==> config.mk <==
export PLATFORM = sky130hd
export DESIGN_NAME = daisy_chain_frame_receiver_core
export DESIGN_NICKNAME = d
export VERILOG_FILES = /design/src/rtl/dcfr_pkg.sv /design/src/rtl/dcfr_parser.sv /design/src/rtl/dcfr_payload_ram.sv /design/src/rtl/dcfr_out_stage.sv /design/src/rtl/daisy_chain_frame_receiver_core.sv
export SDC_FILE = /design/constraint.sdc
export NUM_CORES = 2
export LEC_CHECK = 0
export BUFFER_PORTS_ARGS = -buffer_cell sky130_fd_sc_hd__buf_2
export CORE_ASPECT_RATIO = 1.5
export CORE_MARGIN = 2
export CORE_UTILIZATION = 57
export DETAILED_ROUTE_END_ITERATION = 12
export PLACE_DENSITY_LB_ADDON = 0.15
export SETUP_SLACK_MARGIN = 0.1
export SYNTH_ARGS = -nofsm -noshare
export SYNTH_HDL_FRONTEND = slang
export SYNTH_SLANG_ARGS = --single-unit
export TNS_END_PERCENT = 5
==> constraint.sdc <==
create_clock -name clk -period 19.2 [get_ports clk]
set_input_delay 3.84 -clock clk [delete_from_list [all_inputs] [get_ports clk]]
set_output_delay 3.84 -clock clk [all_outputs]
set_load 0.05 [all_outputs]
==> src/rtl/dcfr_pkg.sv <==
// shared types and constants for the daisy-chain frame receiver
// no dependencies
`timescale 1ns / 1ps

package dcfr_pkg;

  localparam logic [7:0]  SYNC_BYTE    = 8'hCA;
  localparam logic [15:0] BROADCAST_EP = 16'hFFFF;
  localparam logic [7:0]  PAYLOAD_MAX  = 8'd255;

  // two banks of 256 bytes
  localparam int BANK_AW = 8;
  localparam int ADDR_W  = BANK_AW + 1;
  localparam int MEM_DEPTH = 1 << ADDR_W;

  localparam logic KIND_SERIAL = 1'b0;
  localparam logic KIND_READ   = 1'b1;

  localparam logic RES_FRAME = 1'b0;
  localparam logic RES_READ  = 1'b1;

  localparam logic [1:0] ROUTE_BCAST = 2'd0;
  localparam logic [1:0] ROUTE_LOCAL = 2'd1;
  localparam logic [1:0] ROUTE_FWD   = 2'd2;

  typedef struct packed {
    logic              we;
    logic [ADDR_W-1:0] addr;
    logic [7:0]        data;
  } wr_req_t;

  typedef struct packed {
    logic              re;
    logic [ADDR_W-1:0] addr;
  } rd_req_t;

  typedef struct packed {
    logic        valid;
    logic        kind;
    logic [7:0]  command;
    logic [7:0]  payload_length;
    logic [7:0]  command_length;
    logic [1:0]  route;
    logic [15:0] next_endpoint;
  } res_t;

  // result tdata layout, lowest field last
  typedef struct packed {
    logic [5:0]  pad;
    logic [7:0]  payload_byte;
    logic [15:0] next_endpoint;
    logic [1:0]  route;
    logic [7:0]  command_length;
    logic [7:0]  payload_length;
    logic [7:0]  command;
  } out_data_t;

endpackage

==> src/rtl/dcfr_parser.sv <==
// frame parser: field sequencer, checksum, routing, payload store and payload read requests
// depends on dcfr_pkg
`timescale 1ns / 1ps

module dcfr_parser (
  input  logic             clk,
  input  logic             rst_n,
  input  logic             fire,
  input  logic             kind,
  input  logic [7:0]       data_byte,
  input  logic [7:0]       read_index,
  output dcfr_pkg::wr_req_t wr,
  output dcfr_pkg::rd_req_t rd,
  output dcfr_pkg::res_t    res
);
  import dcfr_pkg::*;

  localparam logic [3:0] FP_HUNT    = 4'd0;
  localparam logic [3:0] FP_LEN     = 4'd1;
  localparam logic [3:0] FP_CMDLEN  = 4'd2;
  localparam logic [3:0] FP_CMD     = 4'd3;
  localparam logic [3:0] FP_PAYLOAD = 4'd4;
  localparam logic [3:0] FP_EP_HI   = 4'd5;
  localparam logic [3:0] FP_EP_LO   = 4'd6;
  localparam logic [3:0] FP_SUM_HI  = 4'd7;
  localparam logic [3:0] FP_SUM_LO  = 4'd8;

  logic [3:0]  fpos_r, fpos_nxt;
  logic [7:0]  len_r, len_nxt;
  logic [7:0]  cmd_len_r, cmd_len_nxt;
  logic [7:0]  cmd_r, cmd_nxt;
  logic [7:0]  widx_r, widx_nxt;
  logic [15:0] sum_r, sum_nxt;
  logic [7:0]  sum_hi_r, sum_hi_nxt;
  logic [15:0] ep_r, ep_nxt;
  logic        bank_r, bank_nxt;

  logic        byte_fire;
  logic [7:0]  widx_inc;
  logic [15:0] sum_add;
  logic [1:0]  route;
  logic [15:0] next_ep;

  assign byte_fire = fire && (kind == KIND_SERIAL);
  assign widx_inc  = widx_r + 8'd1;
  assign sum_add   = sum_r + {8'd0, data_byte};

  always_comb begin
    if (ep_r == BROADCAST_EP) begin
      route   = ROUTE_BCAST;
      next_ep = ep_r;
    end else if (ep_r == 16'd0) begin
      route   = ROUTE_LOCAL;
      next_ep = 16'd0;
    end else begin
      route   = ROUTE_FWD;
      next_ep = ep_r - 16'd1;
    end
  end

  always_comb begin
    fpos_nxt    = fpos_r;
    len_nxt     = len_r;
    cmd_len_nxt = cmd_len_r;
    cmd_nxt     = cmd_r;
    widx_nxt    = widx_r;
    sum_nxt     = sum_r;
    sum_hi_nxt  = sum_hi_r;
    ep_nxt      = ep_r;
    bank_nxt    = bank_r;
    wr          = '0;
    res         = '0;

    // reads always come from the bank completed last
    rd.re   = fire && (kind == KIND_READ);
    rd.addr = {~bank_r, read_index};

    if (rd.re) begin
      res.valid = 1'b1;
      res.kind  = RES_READ;
    end

    if (byte_fire) begin
      case (fpos_r)
        FP_HUNT: begin
          if (data_byte == SYNC_BYTE) begin
            sum_nxt  = {8'd0, SYNC_BYTE};
            fpos_nxt = FP_LEN;
          end
        end
        FP_LEN: begin
          if (data_byte > PAYLOAD_MAX) begin
            fpos_nxt = FP_HUNT;
          end else begin
            len_nxt  = data_byte;
            sum_nxt  = sum_add;
            fpos_nxt = FP_CMDLEN;
          end
        end
        FP_CMDLEN: begin
          if (data_byte <= len_r) begin
            cmd_len_nxt = data_byte;
            widx_nxt    = 8'd0;
            sum_nxt     = sum_add;
            fpos_nxt    = FP_CMD;
          end else begin
            fpos_nxt = FP_HUNT;
          end
        end
        FP_CMD: begin
          cmd_nxt  = data_byte;
          sum_nxt  = sum_add;
          fpos_nxt = FP_PAYLOAD;
        end
        FP_PAYLOAD: begin
          wr.we    = 1'b1;
          wr.addr  = {bank_r, widx_r};
          wr.data  = data_byte;
          widx_nxt = widx_inc;
          sum_nxt  = sum_add;
          // zero length still stores one byte
          if (widx_inc >= len_r) begin
            fpos_nxt = FP_EP_HI;
          end
        end
        FP_EP_HI: begin
          ep_nxt   = {data_byte, 8'd0};
          sum_nxt  = sum_add;
          fpos_nxt = FP_EP_LO;
        end
        FP_EP_LO: begin
          ep_nxt   = {ep_r[15:8], data_byte};
          sum_nxt  = sum_add;
          fpos_nxt = FP_SUM_HI;
        end
        FP_SUM_HI: begin
          sum_hi_nxt = data_byte;
          fpos_nxt   = FP_SUM_LO;
        end
        FP_SUM_LO: begin
          if ({sum_hi_r, data_byte} == sum_r) begin
            bank_nxt           = ~bank_r;
            res.valid          = 1'b1;
            res.kind           = RES_FRAME;
            res.command        = cmd_r;
            res.payload_length = len_r;
            res.command_length = cmd_len_r;
            res.route          = route;
            res.next_endpoint  = next_ep;
          end
          fpos_nxt = FP_HUNT;
        end
        default: begin
          fpos_nxt = FP_HUNT;
        end
      endcase
    end
  end

  always_ff @(posedge clk) begin
    if (!rst_n) begin
      fpos_r    <= FP_HUNT;
      len_r     <= 8'd0;
      cmd_len_r <= 8'd0;
      cmd_r     <= 8'd0;
      widx_r    <= 8'd0;
      sum_r     <= 16'd0;
      sum_hi_r  <= 8'd0;
      ep_r      <= 16'd0;
      bank_r    <= 1'b0;
    end else begin
      fpos_r    <= fpos_nxt;
      len_r     <= len_nxt;
      cmd_len_r <= cmd_len_nxt;
      cmd_r     <= cmd_nxt;
      widx_r    <= widx_nxt;
      sum_r     <= sum_nxt;
      sum_hi_r  <= sum_hi_nxt;
      ep_r      <= ep_nxt;
      bank_r    <= bank_nxt;
    end
  end

endmodule

==> src/rtl/dcfr_payload_ram.sv <==
// two-bank payload store, one write and one registered read per cycle
// depends on dcfr_pkg
`timescale 1ns / 1ps

module dcfr_payload_ram (
  input  logic              clk,
  input  dcfr_pkg::wr_req_t wr,
  input  dcfr_pkg::rd_req_t rd,
  output logic [7:0]        rdata
);
  import dcfr_pkg::*;

  logic [7:0] mem_r [MEM_DEPTH];
  logic [7:0] rdata_r;

  // read data holds until the next read request
  always_ff @(posedge clk) begin
    if (wr.we) begin
      mem_r[wr.addr] <= wr.data;
    end
    if (rd.re) begin
      rdata_r <= mem_r[rd.addr];
    end
  end

  assign rdata = rdata_r;

endmodule

==> src/rtl/dcfr_out_stage.sv <==
// result pipeline: one stage waiting on ram read data, then the output register
// depends on dcfr_pkg
`timescale 1ns / 1ps

module dcfr_out_stage (
  input  logic                    clk,
  input  logic                    rst_n,
  input  dcfr_pkg::res_t          res,
  input  logic [7:0]              rdata,
  input  logic                    out_tready,
  output logic                    take,
  output logic                    out_tvalid,
  output dcfr_pkg::out_data_t     out_data,
  output logic                    out_kind
);
  import dcfr_pkg::*;

  logic      s1_v_r, s1_v_nxt;
  res_t      s1_r;
  logic      o_v_r, o_v_nxt;
  out_data_t o_data_r;
  logic      o_kind_r;
  logic      adv;

  assign adv  = s1_v_r && (!o_v_r || out_tready);
  assign take = !s1_v_r || adv;

  always_comb begin
    s1_v_nxt = s1_v_r;
    if (res.valid) begin
      s1_v_nxt = 1'b1;
    end else if (adv) begin
      s1_v_nxt = 1'b0;
    end
    o_v_nxt = o_v_r;
    if (adv) begin
      o_v_nxt = 1'b1;
    end else if (out_tready) begin
      o_v_nxt = 1'b0;
    end
  end

  always_ff @(posedge clk) begin
    if (!rst_n) begin
      s1_v_r <= 1'b0;
      o_v_r  <= 1'b0;
    end else begin
      s1_v_r <= s1_v_nxt;
      o_v_r  <= o_v_nxt;
    end
  end

  always_ff @(posedge clk) begin
    if (res.valid) begin
      s1_r <= res;
    end
    if (adv) begin
      o_kind_r                <= s1_r.kind;
      o_data_r.pad            <= '0;
      o_data_r.command        <= s1_r.command;
      o_data_r.payload_length <= s1_r.payload_length;
      o_data_r.command_length <= s1_r.command_length;
      o_data_r.route          <= s1_r.route;
      o_data_r.next_endpoint  <= s1_r.next_endpoint;
      // ram data is held since no read can be issued while this stage waits
      o_data_r.payload_byte   <= (s1_r.kind == RES_READ) ? rdata : 8'd0;
    end
  end

  assign out_tvalid = o_v_r;
  assign out_data   = o_data_r;
  assign out_kind   = o_kind_r;

endmodule

==> src/rtl/daisy_chain_frame_receiver_core.sv <==
// channel  | signals                        | moves
// in       | in_tvalid/in_tready/in_tdata   | serial byte or payload read request
// out      | out_tvalid/out_tready/out_tdata| frame report or payload read data
//
// one request a cycle while in_tready is high; a result passes the read stage and the output register
// the payload ram read is registered, which sets the result stage timing
// rst_n clears the parser and handshake state; the payload ram is not cleared
// a stalled output holds one result and one more in the read stage before
// in_tready drops
// top level of the daisy-chain frame receiver; depends on dcfr_pkg and the dcfr_* modules
`timescale 1ns / 1ps

module daisy_chain_frame_receiver_core (
  input  logic        clk,
  input  logic        rst_n,
  input  logic        in_tvalid,
  output logic        in_tready,
  input  logic [15:0] in_tdata,   // data_byte[7:0], read_index[15:8]
  input  logic        in_tuser,   // kind[0]
  output logic        out_tvalid,
  input  logic        out_tready,
  // command[7:0], payload_length[15:8], command_length[23:16], route[25:24],
  // next_endpoint[41:26], payload_byte[49:42], zero[55:50]
  output logic [55:0] out_tdata,
  output logic        out_tuser   // result_kind[0]
);
  import dcfr_pkg::*;

  logic      fire;
  logic      take;
  wr_req_t   wr;
  rd_req_t   rd;
  res_t      res;
  logic [7:0] rdata;
  out_data_t out_data;

  assign in_tready = take;
  assign fire      = in_tvalid && in_tready;

  dcfr_parser u_parser (
    .clk        (clk),
    .rst_n      (rst_n),
    .fire       (fire),
    .kind       (in_tuser),
    .data_byte  (in_tdata[7:0]),
    .read_index (in_tdata[15:8]),
    .wr         (wr),
    .rd         (rd),
    .res        (res)
  );

  dcfr_payload_ram u_ram (
    .clk   (clk),
    .wr    (wr),
    .rd    (rd),
    .rdata (rdata)
  );

  dcfr_out_stage u_out (
    .clk        (clk),
    .rst_n      (rst_n),
    .res        (res),
    .rdata      (rdata),
    .out_tready (out_tready),
    .take       (take),
    .out_tvalid (out_tvalid),
    .out_data   (out_data),
    .out_kind   (out_tuser)
  );

  assign out_tdata = out_data;

endmodule

==> key figures <==
Cells and area
  – Layout cells sized above 1: 0.217
  – FILL cells: around 20000
  – Area delta synth->final: 9.82%
  – Layout Utilization: 0.629
  – Post-layout net count: between 8000 and 9000

Pwr
  – Logic pwr share: 0.038
  – Clock share of power: 0.407
  – Switching power total: 0.00375 W
  – Internal power: about 0.015 W
  – Lkg Pwr: approximately 62 nW
  – Sequential Power Share: 0.555
  – Switch share: 0.205
  – Worst vdd ir: 83.7 uV
  – Power density over cell area: about 100 nW/um^2

Worst setup path
  – CP top delay family: buffers and inverters
  – Most used cell, CP: buf_4
  – Crit path kind: in2reg
  – Crit-path max FO: 77
  – WP data arrival: 9.22 ns
  – Critical Path Stages: 11
  – Worst Path Required: between 15 and 20 ns
  – Cells along the critical path: buf_12 > buf_4 > buf_4 > buf_4 > mux4_2 > mux2i_1 > nand2_1 > a31oi_1 > nand4_1 > o21ai_0 > nor3_1
  – CP Capture Type: register
  – Slowest cell on crit path: buf_4
  – Startpoint types: input pin
  – Crit path buffers/inverters: 4
  – R2R depth: 9
  – Max stage delay on crit path: roughly 0.85 ns

Floorplan
  – Die X: between 400 and 500 microns
  – Die Area: 295000 sq um
  – Die height: around 660 microns
  – Initial Util: 0.573
  – Ports: 80
  – Row Count: roughly 240
  – Core Region: just under 300000 sq um

Logic synthesis
  – Leading area contributor after synthesis: edfxtp_1
  – Top cells by count, synth: edfxtp_1 (4198), mux4_2 (1025), nor2_1 (809), mux2i_1 (278), clkbuf_1 (248)
  – Sequential fraction of the synthesis area: 0.769
  – Synth cell types: 66
  – Syn_area_per_cell: roughly 21 sq um
  – Synth top area cells: edfxtp_1 (76%), mux4_2 (14%), nor2_1 (1.8%), mux2i_1 (1.7%), dfxtp_1 (0.95%)
  – Synth warn: 0
  – Number of enable flip-flop cells after synthesis: roughly 4200
  – Ys async rst share: 0
  – Post-Synthesis Cells: approximately 8100
  – Mapped cell area: between 150000 and 200000 sq um
  – Synth top area share: 0.760
  – Count leader, synth: edfxtp_1
  – Main flop type after synthesis: edfxtp_1
  – Seq cells post-synth: approximately 4300

STA
  – Final Skew: 0.0495 ns
  – Final Hold Fails: 0
  – Slew headroom: 0.138
  – Fin crit share: 0.448
  – Final setup fails: 0
  – Setup TNS Final: 0 ns
  – RSZ-0062 raised after global routing: false
  – Final worst slack: around 11 ns
  – Fin crit period: 8.60 ns
  – Worst-margin pin slew: 1.29 ns
  – Peak Freq: between 100 and 150 MHz
  – Fin. max-slew vios: 0

Route
  – Remaining routing DRC violations: 0
  – Via total after detailed routing: around 80000
  – First-iteration detailed-routing DRC count: slightly below 9000
  – TritonRoute pass-1 iters: 8
  – Final antenna-violating net count: 0
  – Final wirelength: approximately 400000 microns
  – Routed len/inst: 32.9 microns
  – Via density: between 6 and 7

Run status
  – Status: completed

Min path
  – Min-Delay Path Class: reg2reg
  – Hold depth: 0

Place
  – I/O Buffers: 73
  – Place WS: around 9.5 ns
  – RePlAce Congestion: 0.825
  – Detail Placement HPWL: 241000 microns

Clock tree
  – CTS tree: yes
  – Post-CTS Setup Bufs: 0
  – CTS Buffer Depth: 4
  – Clock latency on the worst-skew pair: between 0.9 and 1 ns
  – Root Driver: clkbuf_16
  – Htree depth: 5
  – CTS Buf Count: 378
  – Clock-pin slew on the worst setup and hold paths: 0.07 ns
  – Post-CTS resize count: 0
  – CTS sink count: 4277
  – Cts hold-fix bufs: 0

GRT
  – Largest net degree at the start of global routing: about 210
  – Initial antenna violation count: 11
  – Overflow after GRT: 0
  – First-pass GRT wire length: about 580000 microns
  – GR Util All Layers: 0.273
  – Number of global-route vias before repair: a little over 80000

Flow run
  – Max Cap Viol: 0
[power groups by stage]
stage	clock (W)	sequential, W	combinational [W]
final	0.00745	0.0102	0.000686
after global placement	0	0.0104	0.000686
after detailed placement	0	0.0104	0.000692
after global routing	0.00788	0.0101	0.000721
after CTS	0.00754	0.0102	0.000693
after floorplan	0	0.0104	0.000449
[metal layers]
layer | share of wire | up-vias | global-route usage | wire (microns)
li1 | - | 33300 | - | -
met1 | 0.37 | 42900 | 0.360 | 150000
met2 | 0.52 | 3432 | 0.467 | 209000
met3 | 0.066 | 662 | 0.0340 | 26600
met4 | 0.043 | 0 | 0.106 | 17200
met5 | 0 | - | 0 | 0
[state kept, by name, summed over array words and instances (netlist names), 4 cells and up]
register,flops
u_ram.mem_r,4096
u_out.out_data,50
u_out.s1_r,43
u_parser.ep_r,16
u_parser.sum_r,16
u_parser.cmd_len_r,8
u_parser.cmd_r,8
u_parser.len_r,8
u_parser.sum_hi_r,8
u_parser.widx_r,8
u_ram.rdata,8
u_parser.fpos_r,4
[worst reg2reg max path: stages (launching register included)]
cell and delay, ns:
dfxtp_1 0.53, nor2b_1 0.63, nand2_1 0.24, nor2_1 0.15, buf_4 0.22, and2_4 0.50
buf_4 0.69, buf_4 0.76, buf_4 0.79, buf_4 0.95
[stage by stage]
stage                     power [W]  instances  instance area [sq um]  hold slack, ns
after detailed placement     0.0110      11600                 170000           0.405
after global placement       0.0110      11600                 170000           0.404
after global routing         0.0187      12300                 182000           0.420
after CTS                    0.0184      12300                 182000           0.411
after floorplan              0.0108       8078                 166000           0.400
final                        0.0183      12300                 182000           0.414
[cells by family (layout without fill, tap and decap cells)]
group           count (synthesis)  count (layout)  synth area share
other cells                     1              11         0.0000226
simple gates                 1305            1305            0.0336
xor+xnor                       32              32           0.00169
buf+inv                       523             918            0.0138
fa+ha+maj                      28              28           0.00216
compound gates                578             578            0.0215
flops                        4277            4277             0.769
mux                          1329            1329             0.158
[final timing paths]
path	startpoint	to	slack [ns]
worst min register to register	u_out.s1_r[7]	u_out.out_data[33]	0.41
worst min-delay path	u_out.s1_r[7]	u_out.out_data[33]	0.41
worst max register to register	u_parser.fpos_r[2]	u_ram.mem_r[365][5]	13.29
worst max-delay path	in_tdata[8]	u_ram.rdata[6]	10.60
[cells in the final DEF, fill, tap and decap left out, drive strengths merged, types with 23 or more instances in the layout]
cell and instances:
edfxtp 4198, mux4 1025, nor2 810, clkbuf 471
mux2i 278, buf 212, nand2 184, clkinv 152
o21ai 141, nand3 136, a21oi 135, o22ai 107
a211oi 93, dfxtp 79, nand4 36, and2 35
bufinv 33, inv 33, ha 27, mux2 26
xnor2 24, o221ai 23
[cell type report]
class / count / area [sq um] / area share
clock inverters: 211 / 1940 / 0.0106
inverters: 24 / 92.6 / 0.000508
clock buffers: 471 / 10000 / 0.0549
multi-input cells: 3278 / 36200 / 0.199
repair buffers: 212 / 1550 / 0.00849
flip-flops and latches: 4277 / 128000 / 0.701
diodes: 5 / 12.5 / 0.0000687
well taps: 3782 / 4730 / 0.0260
No activity file was read; power rests on OpenSTA's default activity.
